### src/hdl/lru_key_value_cache_macros.svh
// Assertion macros shared by the LRU key-value cache modules.
// Each macro expects i_clk and i_rst_n in the scope where it is used.
`ifndef LRU_KEY_VALUE_CACHE_MACROS_SVH
`define LRU_KEY_VALUE_CACHE_MACROS_SVH

// Same-cycle implication, disabled while reset is held.
`define LKV_ASSERT_NOW(lbl, ante, cons, msg) \
    lbl: assert property (@(posedge i_clk) disable iff (!i_rst_n) \
        (ante) |-> (cons)) else $error(msg);

// Next-cycle implication, disabled while reset is held.
`define LKV_ASSERT_NEXT(lbl, ante, cons, msg) \
    lbl: assert property (@(posedge i_clk) disable iff (!i_rst_n) \
        (ante) |=> (cons)) else $error(msg);

`endif

### src/hdl/lkv_pkg.sv
// Shared types and constants for the LRU key-value cache.
// No dependencies; used by the controller, datapath and top level.
`timescale 1ns / 1ps

package lkv_pkg;

    localparam int KEY_BITS        = 64;
    localparam int VALUE_PORT_BITS = 64;

    // Request codes on the operation field
    localparam logic OP_GET = 1'b0;
    localparam logic OP_PUT = 1'b1;

    // Controller to datapath commands
    typedef struct packed {
        logic capture;  // register the accepted request beat
        logic compare;  // register key match, free slot and victim vectors
        logic update;   // apply the request to the store
        logic load;     // move the finished result into the output register
    } t_lkv_cmd;

endpackage

### src/hdl/lkv_ram.sv
// Generic single-write, single-read RAM with registered read data.
// No dependencies.
`timescale 1ns / 1ps

module lkv_ram #(
    parameter int WIDTH = 64,
    parameter int DEPTH = 8
) (
    input  logic                                    i_clk,
    input  logic                                    i_wr_en,
    input  logic [((DEPTH > 1) ? $clog2(DEPTH) : 1)-1:0] i_wr_addr,
    input  logic [WIDTH-1:0]                        i_wr_data,
    input  logic                                    i_rd_en,
    input  logic [((DEPTH > 1) ? $clog2(DEPTH) : 1)-1:0] i_rd_addr,
    output logic [WIDTH-1:0]                        o_rd_data
);

    logic [WIDTH-1:0] r_mem [DEPTH];
    logic [WIDTH-1:0] r_rd_data;

    always_ff @(posedge i_clk) begin
        if (i_wr_en) begin
            r_mem[i_wr_addr] <= i_wr_data;
        end
        // hold read data between reads
        if (i_rd_en) begin
            r_rd_data <= r_mem[i_rd_addr];
        end
    end

    assign o_rd_data = r_rd_data;

endmodule

### src/hdl/lkv_ctrl.sv
// Sequencer for the LRU key-value cache: handshakes and datapath commands.
// Depends on lkv_pkg and lru_key_value_cache_macros.svh.
`timescale 1ns / 1ps
`include "lru_key_value_cache_macros.svh"

module lkv_ctrl (
    input  logic             i_clk,
    input  logic             i_rst_n,
    input  logic             i_in_valid,
    output logic             o_in_stall,
    output logic             o_out_valid,
    input  logic             i_out_stall,
    output lkv_pkg::t_lkv_cmd o_cmd
);

    import lkv_pkg::*;

    localparam logic [1:0] ST_IDLE = 2'd0;
    localparam logic [1:0] ST_CMP  = 2'd1;
    localparam logic [1:0] ST_ACT  = 2'd2;
    localparam logic [1:0] ST_FIN  = 2'd3;

    logic [1:0] r_state;
    logic [1:0] n_state;
    logic       r_out_valid;
    logic       n_out_valid;
    logic       in_accept;
    logic       out_free;

    assign in_accept = i_in_valid && (r_state == ST_IDLE);
    // result register can take a new beat this cycle
    assign out_free  = !r_out_valid || !i_out_stall;

    always_comb begin
        n_state       = r_state;
        o_cmd.capture = 1'b0;
        o_cmd.compare = 1'b0;
        o_cmd.update  = 1'b0;
        o_cmd.load    = 1'b0;
        unique case (r_state)
            ST_IDLE: begin
                if (in_accept) begin
                    o_cmd.capture = 1'b1;
                    n_state       = ST_CMP;
                end
            end
            ST_CMP: begin
                o_cmd.compare = 1'b1;
                n_state       = ST_ACT;
            end
            ST_ACT: begin
                o_cmd.update = 1'b1;
                n_state      = ST_FIN;
            end
            ST_FIN: begin
                // wait here until the previous result has left
                if (out_free) begin
                    o_cmd.load = 1'b1;
                    n_state    = ST_IDLE;
                end
            end
            default: n_state = ST_IDLE;
        endcase
    end

    always_comb begin
        n_out_valid = r_out_valid;
        if (o_cmd.load) begin
            n_out_valid = 1'b1;
        end else if (!i_out_stall) begin
            n_out_valid = 1'b0;
        end
    end

    always_ff @(posedge i_clk) begin
        if (!i_rst_n) begin
            r_state     <= ST_IDLE;
            r_out_valid <= 1'b0;
        end else begin
            r_state     <= n_state;
            r_out_valid <= n_out_valid;
        end
    end

    assign o_in_stall  = (r_state != ST_IDLE);
    assign o_out_valid = r_out_valid;

    `LKV_ASSERT_NOW(a_no_overwrite, o_cmd.load, !r_out_valid || !i_out_stall, "result overwritten while stalled")
    `LKV_ASSERT_NEXT(a_accept_to_cmp, in_accept, r_state == ST_CMP, "accepted beat did not start compare")

endmodule

### src/hdl/lkv_dpath.sv
// Datapath of the LRU key-value cache: key CAM, age ranks, value RAM, result register.
// Depends on lkv_pkg, lkv_ram and lru_key_value_cache_macros.svh.
`timescale 1ns / 1ps
`include "lru_key_value_cache_macros.svh"

module lkv_dpath #(
    parameter int ENTRIES    = 8,
    parameter int VALUE_BITS = 64
) (
    input  logic                                       i_clk,
    input  logic                                       i_rst_n,
    input  lkv_pkg::t_lkv_cmd                          i_cmd,
    input  logic                                       i_operation,
    input  logic signed [lkv_pkg::KEY_BITS-1:0]        i_lookup_key,
    input  logic [lkv_pkg::VALUE_PORT_BITS-1:0]        i_write_value,
    output logic                                       o_hit,
    output logic [lkv_pkg::VALUE_PORT_BITS-1:0]        o_read_value,
    output logic                                       o_evicted
);

    import lkv_pkg::*;

    localparam int IDX_W = (ENTRIES > 1) ? $clog2(ENTRIES) : 1;
    localparam int CNT_W = $clog2(ENTRIES + 1);
    localparam logic [IDX_W-1:0] LAST_RANK = IDX_W'(ENTRIES - 1);
    localparam logic [CNT_W-1:0] FULL_CNT  = CNT_W'(ENTRIES);

    // request beat
    logic                  r_op;
    logic [KEY_BITS-1:0]   r_key;
    logic [VALUE_BITS-1:0] r_wval;

    // store
    logic [KEY_BITS-1:0] r_slot_key [ENTRIES];
    logic [IDX_W-1:0]    r_rank     [ENTRIES];
    logic [IDX_W-1:0]    n_rank     [ENTRIES];
    logic [ENTRIES-1:0]  r_valid;
    logic [ENTRIES-1:0]  n_valid;
    logic [CNT_W-1:0]    r_fill;
    logic [CNT_W-1:0]    n_fill;

    // compare results
    logic [ENTRIES-1:0] r_match;
    logic [ENTRIES-1:0] n_match;
    logic [ENTRIES-1:0] r_free;
    logic [ENTRIES-1:0] n_free;
    logic [ENTRIES-1:0] r_victim;
    logic [ENTRIES-1:0] n_victim;
    logic               r_full;

    // update
    logic               hit;
    logic               put;
    logic [IDX_W-1:0]   old_rank;
    logic [ENTRIES-1:0] target;
    logic [ENTRIES-1:0] sel_oh;
    logic [IDX_W-1:0]   sel_idx;
    logic               ram_we;
    logic               ram_re;
    logic [VALUE_BITS-1:0] ram_rdata;

    // staged and output result
    logic                       r_res_hit;
    logic                       r_res_evict;
    logic                       r_res_read;
    logic                       r_out_hit;
    logic                       r_out_evict;
    logic [VALUE_PORT_BITS-1:0] r_out_value;

    always_ff @(posedge i_clk) begin
        if (i_cmd.capture) begin
            r_op   <= i_operation;
            r_key  <= i_lookup_key;
            r_wval <= i_write_value[VALUE_BITS-1:0];
        end
    end

    always_comb begin
        for (int i = 0; i < ENTRIES; i++) begin
            n_match[i]  = r_valid[i] && (r_slot_key[i] == r_key);
            // when full the ranks are a permutation, so the oldest holds the top rank
            n_victim[i] = r_valid[i] && (r_rank[i] == LAST_RANK);
        end
        // lowest-numbered empty slot
        n_free = (~r_valid) & (r_valid + ENTRIES'(1));
    end

    always_ff @(posedge i_clk) begin
        if (i_cmd.compare) begin
            r_match  <= n_match;
            r_free   <= n_free;
            r_victim <= n_victim;
            r_full   <= (r_fill == FULL_CNT);
        end
    end

    assign hit    = |r_match;
    assign put    = (r_op == OP_PUT);
    assign target = r_full ? r_victim : r_free;
    assign sel_oh = hit ? r_match : target;

    always_comb begin
        old_rank = '0;
        sel_idx  = '0;
        for (int i = 0; i < ENTRIES; i++) begin
            if (r_match[i]) begin
                old_rank = old_rank | r_rank[i];
            end
            if (sel_oh[i]) begin
                sel_idx = sel_idx | IDX_W'(i);
            end
        end
    end

    always_comb begin
        n_valid = r_valid;
        n_fill  = r_fill;
        for (int i = 0; i < ENTRIES; i++) begin
            n_rank[i] = r_rank[i];
            if (hit) begin
                // touch: younger entries age by one
                if (r_match[i]) begin
                    n_rank[i] = '0;
                end else if (r_valid[i] && (r_rank[i] < old_rank)) begin
                    n_rank[i] = IDX_W'(r_rank[i] + 1'b1);
                end
            end else if (put) begin
                // insert: every other valid entry ages by one
                if (target[i]) begin
                    n_rank[i]  = '0;
                    n_valid[i] = 1'b1;
                end else if (r_valid[i]) begin
                    n_rank[i] = IDX_W'(r_rank[i] + 1'b1);
                end
            end
        end
        if (!hit && put && !r_full) begin
            n_fill = CNT_W'(r_fill + 1'b1);
        end
    end

    always_ff @(posedge i_clk) begin
        if (!i_rst_n) begin
            r_valid <= '0;
            r_fill  <= '0;
            for (int i = 0; i < ENTRIES; i++) begin
                r_rank[i] <= '0;
            end
        end else if (i_cmd.update) begin
            r_valid <= n_valid;
            r_fill  <= n_fill;
            for (int i = 0; i < ENTRIES; i++) begin
                r_rank[i] <= n_rank[i];
            end
        end
    end

    always_ff @(posedge i_clk) begin
        for (int i = 0; i < ENTRIES; i++) begin
            if (i_cmd.update && !hit && put && target[i]) begin
                r_slot_key[i] <= r_key;
            end
        end
    end

    assign ram_we = i_cmd.update && put;
    assign ram_re = i_cmd.update && hit && !put;

    lkv_ram #(
        .WIDTH (VALUE_BITS),
        .DEPTH (ENTRIES)
    ) u_value_ram (
        .i_clk     (i_clk),
        .i_wr_en   (ram_we),
        .i_wr_addr (sel_idx),
        .i_wr_data (r_wval),
        .i_rd_en   (ram_re),
        .i_rd_addr (sel_idx),
        .o_rd_data (ram_rdata)
    );

    always_ff @(posedge i_clk) begin
        if (i_cmd.update) begin
            r_res_hit   <= hit;
            r_res_evict <= put && !hit && r_full;
            r_res_read  <= hit && !put;
        end
        if (i_cmd.load) begin
            r_out_hit   <= r_res_hit;
            r_out_evict <= r_res_evict;
            r_out_value <= r_res_read ? VALUE_PORT_BITS'(ram_rdata) : '0;
        end
    end

    assign o_hit        = r_out_hit;
    assign o_evicted    = r_out_evict;
    assign o_read_value = r_out_value;

    `LKV_ASSERT_NOW(a_fill_matches_valid, 1'b1, $countones(r_valid) == r_fill, "fill count disagrees with valid slots")
    `LKV_ASSERT_NOW(a_key_unique, i_cmd.update, $onehot0(r_match), "key present in more than one slot")

endmodule

### src/hdl/lru_key_value_cache.sv
// Top level of the LRU key-value cache: controller plus datapath.
// Depends on lkv_pkg, lkv_ctrl, lkv_dpath and lkv_ram.
`timescale 1ns / 1ps

// Fully associative key-value store of ENTRIES slots with least-recently-used
// replacement. A request beat (operation 0 = get, 1 = put) returns exactly one
// result beat: hit, read_value (get hits only, else zero) and evicted (put
// misses on a full store). Keys live in flip-flops and are compared in
// parallel; values live in a RAM with registered read. A request walks four
// controller steps: accept, key compare, store update with the value read, and
// result load. The compare vectors are registered before the update and the
// value RAM read is registered, so the result register loads in the load step
// once the previous result has left, and is offered from then on. The input
// takes the next request on the edge after that load and holds off new requests
// until then. A stalled result does not block the next request: that request
// runs up to its load step and waits there, and the input stalls until it has
// been loaded. No clearing pass is needed after reset.
module lru_key_value_cache #(
    parameter int ENTRIES    = 8,
    parameter int VALUE_BITS = 64
) (
    input  logic                                 i_clk,
    input  logic                                 i_rst_n,
    input  logic                                 i_in_valid,
    output logic                                 o_in_stall,
    input  logic                                 i_operation,
    input  logic signed [lkv_pkg::KEY_BITS-1:0]  i_lookup_key,
    input  logic [lkv_pkg::VALUE_PORT_BITS-1:0]  i_write_value,
    output logic                                 o_out_valid,
    input  logic                                 i_out_stall,
    output logic                                 o_hit,
    output logic [lkv_pkg::VALUE_PORT_BITS-1:0]  o_read_value,
    output logic                                 o_evicted
);

    import lkv_pkg::*;

    t_lkv_cmd cmd;

    lkv_ctrl u_ctrl (
        .i_clk       (i_clk),
        .i_rst_n     (i_rst_n),
        .i_in_valid  (i_in_valid),
        .o_in_stall  (o_in_stall),
        .o_out_valid (o_out_valid),
        .i_out_stall (i_out_stall),
        .o_cmd       (cmd)
    );

    lkv_dpath #(
        .ENTRIES    (ENTRIES),
        .VALUE_BITS (VALUE_BITS)
    ) u_dpath (
        .i_clk         (i_clk),
        .i_rst_n       (i_rst_n),
        .i_cmd         (cmd),
        .i_operation   (i_operation),
        .i_lookup_key  (i_lookup_key),
        .i_write_value (i_write_value),
        .o_hit         (o_hit),
        .o_read_value  (o_read_value),
        .o_evicted     (o_evicted)
    );

endmodule

### config.mk
export PLATFORM = sky130hd
export DESIGN_NAME = lru_key_value_cache
export DESIGN_NICKNAME = d
export VERILOG_FILES = /design/src/hdl/lkv_pkg.sv /design/src/hdl/lkv_ram.sv /design/src/hdl/lkv_ctrl.sv /design/src/hdl/lkv_dpath.sv /design/src/hdl/lru_key_value_cache.sv
export VERILOG_INCLUDE_DIRS = /design/src /design/src/hdl
export SDC_FILE = /design/constraint.sdc
export NUM_CORES = 2
export LEC_CHECK = 0
export ABC_CLOCK_PERIOD_IN_PS = 7300
export CAP_MARGIN = 40
export CELL_PAD_IN_SITES_DETAIL_PLACEMENT = 1
export CELL_PAD_IN_SITES_GLOBAL_PLACEMENT = 1
export CORE_MARGIN = 1
export CORE_UTILIZATION = 46
export CTS_BUF_LIST = sky130_fd_sc_hd__clkbuf_4 sky130_fd_sc_hd__clkbuf_8
export DETAILED_ROUTE_END_ITERATION = 16
export DONT_BUFFER_PORTS = 1
export HOLD_SLACK_MARGIN = 0.03
export PLACE_DENSITY = 0.84
export SLEW_MARGIN = 5
export SYNTH_ARGS = -nofsm -noshare
export SYNTH_HDL_FRONTEND = slang
export SYNTH_SLANG_ARGS = --single-unit
export TNS_END_PERCENT = 20
### constraint.sdc
create_clock -name i_clk -period 7.3 [get_ports i_clk]
set_clock_uncertainty 0.05 [all_clocks]
set_input_delay 0.73 -clock i_clk [delete_from_list [all_inputs] [get_ports i_clk]]
set_output_delay 0.73 -clock i_clk [all_outputs]
set_load 0.1 [all_outputs]
==> results.yml <==
outcome:
  status: "completed"
drt:
  num_vias: 36280
  antenna_left: 0
  route.final.wire_length_um: 190100
  viasPerCell: 6.635
  firstDrtPassIters: 8
  avgRoutedWirePerCell_um: 34.77
  drc: 0
  drtIter0Drc: 5482
synthesis:
  synthDistinctLibCells: 65
  netlist_area_um2: 53760
  synth_fp_nets: 3671
  synth_ff_type: "edfxtp_1"
  yosys.area.top_type: "edfxtp_1"
  synth_cells: 3499
  synth_most_common_cell: "edfxtp_1"
  synth_commonest_cells: "1,335 x edfxtp_1, 271 x nand3_1, 269 x o21ai_0"
  synth_top_area_share: 0.7457
  avgSynthCellArea_um2: 15.36
  yosysWarnings: 0
  ys_seq_area_frac: 0.7513
  synth_edf_count: 1335
  synthTopCellsByArea: "edfxtp_1 75%, xnor2_1 4.1%, xor2_1 2.6%"
  ys_ff_latch: 1350
  async_flop_share: 0
placement:
  hpwlAfterDp_um: 92790
  gp_congestion: 0.8821
  numPortBuffers: 0
  place_ws_ns: 2.532
timing:
  min_period_over_period: 0.6741
  tightest_slew_ns: 1.288
  slew_headroom: 0.1410
  clock.fmax_ghz: 0.2032
  setup_tns_ns: 0
  min_period_ns: 4.921
  rsz0062_at_grt: "no"
  slew_viol_final: 0
  fin_ws_ns: 2.379
  hold_viol_final: 0
  setup_viol: 0
power_and_ir_drop:
  p_seq_frac: 0.483
  pwr_density_cell_nw_per_um2: 332.7
  cell_internal_pwr_w: 0.01373
  ir_drop_mv: 0.2936
  power_w: 0.02073
  p_leak_nw: 20.04
  netSwitchingPower_w: 0.006999
  comb_power_share: 0.191
  swShare: 0.3376
  p_clk_frac: 0.326
critical_path:
  reg2reg_from: "u_dpath.r_full"
  cp.required_ns: 8.05
  rrSetupSlack_ns: 2.38
  crit_type: "reg -> reg"
  reg2reg_depth: 8
  start_kind: "flip-flop"
  crit_path_max_fanout: 84
  worstReg2RegEnd: "u_dpath.u_value_ram.o_rd_data[26]"
  arrival_ns: 5.67
  end_kind: "flip-flop"
global_routing:
  grt_pass1_wl_um: 254700
  antenna_found_initial: 27
  grt_pass1_vias: 37200
  grt_usage: 0.2978
  grt-ovfl-total: 0
  grt_max_degree: 258
clock_network:
  cts_tree: "built"
  clkLatencyLatePin_ns: 0.96
  clkSlewWorstSetupHoldPaths_ns: 0.08
  clock_sinks: 1350
  h-tree-depth: 4
  numCtsBuffers: 207
  cts-root-buf: "clkbuf_8"
  cts_buffer_depth: 3
cells_and_area:
  fin_nets: 3940
  drive_above_1_share: 0.1285
  area_growth_pct: 15.90
job:
  cap_violations: 0
floorplan:
  io_pins: 201
  rows: 125
  design.core.area_um2: 116000
  die_x_um: 343.9
  initial_core_util: 0.4632
  dieArea_um2: 118200
  die_h_um: 343.9
hold_path:
  min-delay-start: "i_rst_n"
  min_path_cells: 1
  hold_end: "u_dpath.r_rank[3][5]"
  min_path_type: "in -> reg"
[flip-flops by register name (all words and copies together) (netlist names)]
name	cells
u_dpath.put	1
u_dpath.u_value_ram.o_rd_data	64
u_dpath.r_free	8
u_ctrl.o_out_valid	1
u_dpath.r_valid	8
u_dpath.r_key	64
u_dpath.r_full	1
u_dpath.r_rank	24
u_dpath.u_value_ram.r_mem	512
u_dpath.r_fill	4
u_dpath.r_wval	64
u_dpath.o_read_value	64
u_dpath.r_match	8
u_dpath.r_res_evict	1
u_dpath.r_slot_key	512
u_dpath.o_hit	1
u_dpath.r_res_hit	1
u_ctrl.r_state	2
u_dpath.r_res_read	1
u_dpath.r_victim	8
u_dpath.o_evicted	1
[critical path, cell delays in order (launching register included)]
cell and delay, ns:
edfxtp_1 0.88, mux2i_1 0.51, and3_1 0.36, a21o_4 0.48, buf_4 0.74, buf_4 0.87
nand3_1 0.24, a21oi_1 0.33, or4_1 0.19
[per-stage QoR]
| stage | cell area [µm²] | util | hold WS [ns] | std cells |
|---|---|---|---|---|
| 5_1_grt | 62290 | 0.5368 | 0.1003 | 5462 |
| 6_report | 62310 | 0.5369 | 0.09881 | 5468 |
| 2_1_floorplan | 53760 | - | 0.3503 | 3499 |
| 3_3_place_gp | 55590 | 0.4790 | 0.4148 | 4895 |
| 3_5_place_dp | 56390 | 0.4859 | 0.4190 | 4932 |
| 4_1_cts | 61770 | 0.5323 | 0.04011 | 5435 |
[placed cells by master, fill, tap and decap left out, types with 15 or more instances in the layout]
cell type         n
clkbuf_8        209
clkinv_1         61
nor3_1           18
o21ai_1          15
o21a_1           16
a221oi_1         22
and2_1           88
dlygate4sd3_1   131
o22ai_1          34
nor4_1           62
ha_1             39
a22oi_1          22
inv_1            79
nand3_1         271
edfxtp_1       1335
buf_4            97
nand4_1          78
clkinv_2         16
buf_16           31
clkbuf_4         66
xor2_1          159
dfxtp_1          15
o2bb2ai_1        16
nor2_1           38
o21ai_0         269
xnor2_1         250
or4_1            67
a21oi_1         266
[metal layers]
| layer | wire length (µm) | GRT usage |
|---|---|---|
| met4 | 13820 | 0.1781 |
| met1 | 64340 | 0.3544 |
| met5 | 188 | 0 |
| met2 | 91830 | 0.4939 |
| met3 | 19980 | 0.06880 |
[cell type report]
class | count | area (µm²)
Clock inverter | 97 | 699.4
Tap cell | 1524 | 1907
Antenna cell | 13 | 32.53
Clock buffer | 275 | 3372
Timing Repair Buffer | 288 | 3411
Fill cell | 10940 | 53740
Sequential cell | 1350 | 40390
Inverter | 80 | 300.3
Multi-Input combinational cell | 1841 | 12200
[repair_timing]
action	CTS	global route
setup endpoints to repair	0	0
hold endpoints to repair	135	0
buffers inserted	0	0
hold buffers	131	0
resized for setup	0	0
[power groups by stage]
stage          Clock (W)  Sequential (W)  Combinational [W]
3_5_place_dp           0          0.0101            0.00347
2_1_floorplan          0          0.0101            0.00204
4_1_cts          0.00644          0.0100            0.00363
6_report         0.00675          0.0100            0.00397
5_1_grt          0.00699          0.0100            0.00407
3_3_place_gp           0          0.0102            0.00305
[kinds of logic (layout without fill, tap and decap cells)]
group,after synthesis,count (layout),share of synthesized area
XOR/XNOR,409,409,0.06664
multiplexers,9,9,0.001769
AND/OR/NAND/NOR,683,683,0.07290
adder cells (fa/ha/maj),39,39,0.009077
flip-flops,1350,1350,0.7513
other,0,13,0
buffers and inverters,308,740,0.02488
AO/OA/AOI/OAI,701,701,0.07343
[how the worst max path moves through the flow]
stage / startpoint / to / slack, ns / depth (start not counted)
3_3_place_gp: u_dpath.r_match[2] / u_dpath.u_value_ram.r_mem[4][44] / 2.89 / 6
2_1_floorplan: u_dpath.r_match[0] / u_dpath.u_value_ram.r_mem[6][0] / 0.41 / 8
3_5_place_dp: u_dpath.r_match[2] / u_dpath.u_value_ram.r_mem[4][39] / 2.53 / 6
6_report: u_dpath.r_full / u_dpath.u_value_ram.o_rd_data[26] / 2.38 / 8
5_1_grt: u_dpath.r_full / u_dpath.u_value_ram.o_rd_data[26] / 2.25 / 8
4_1_cts: u_dpath.r_match[2] / u_dpath.u_value_ram.r_mem[4][48] / 2.37 / 6
Power figures use the tool's default switching activity.
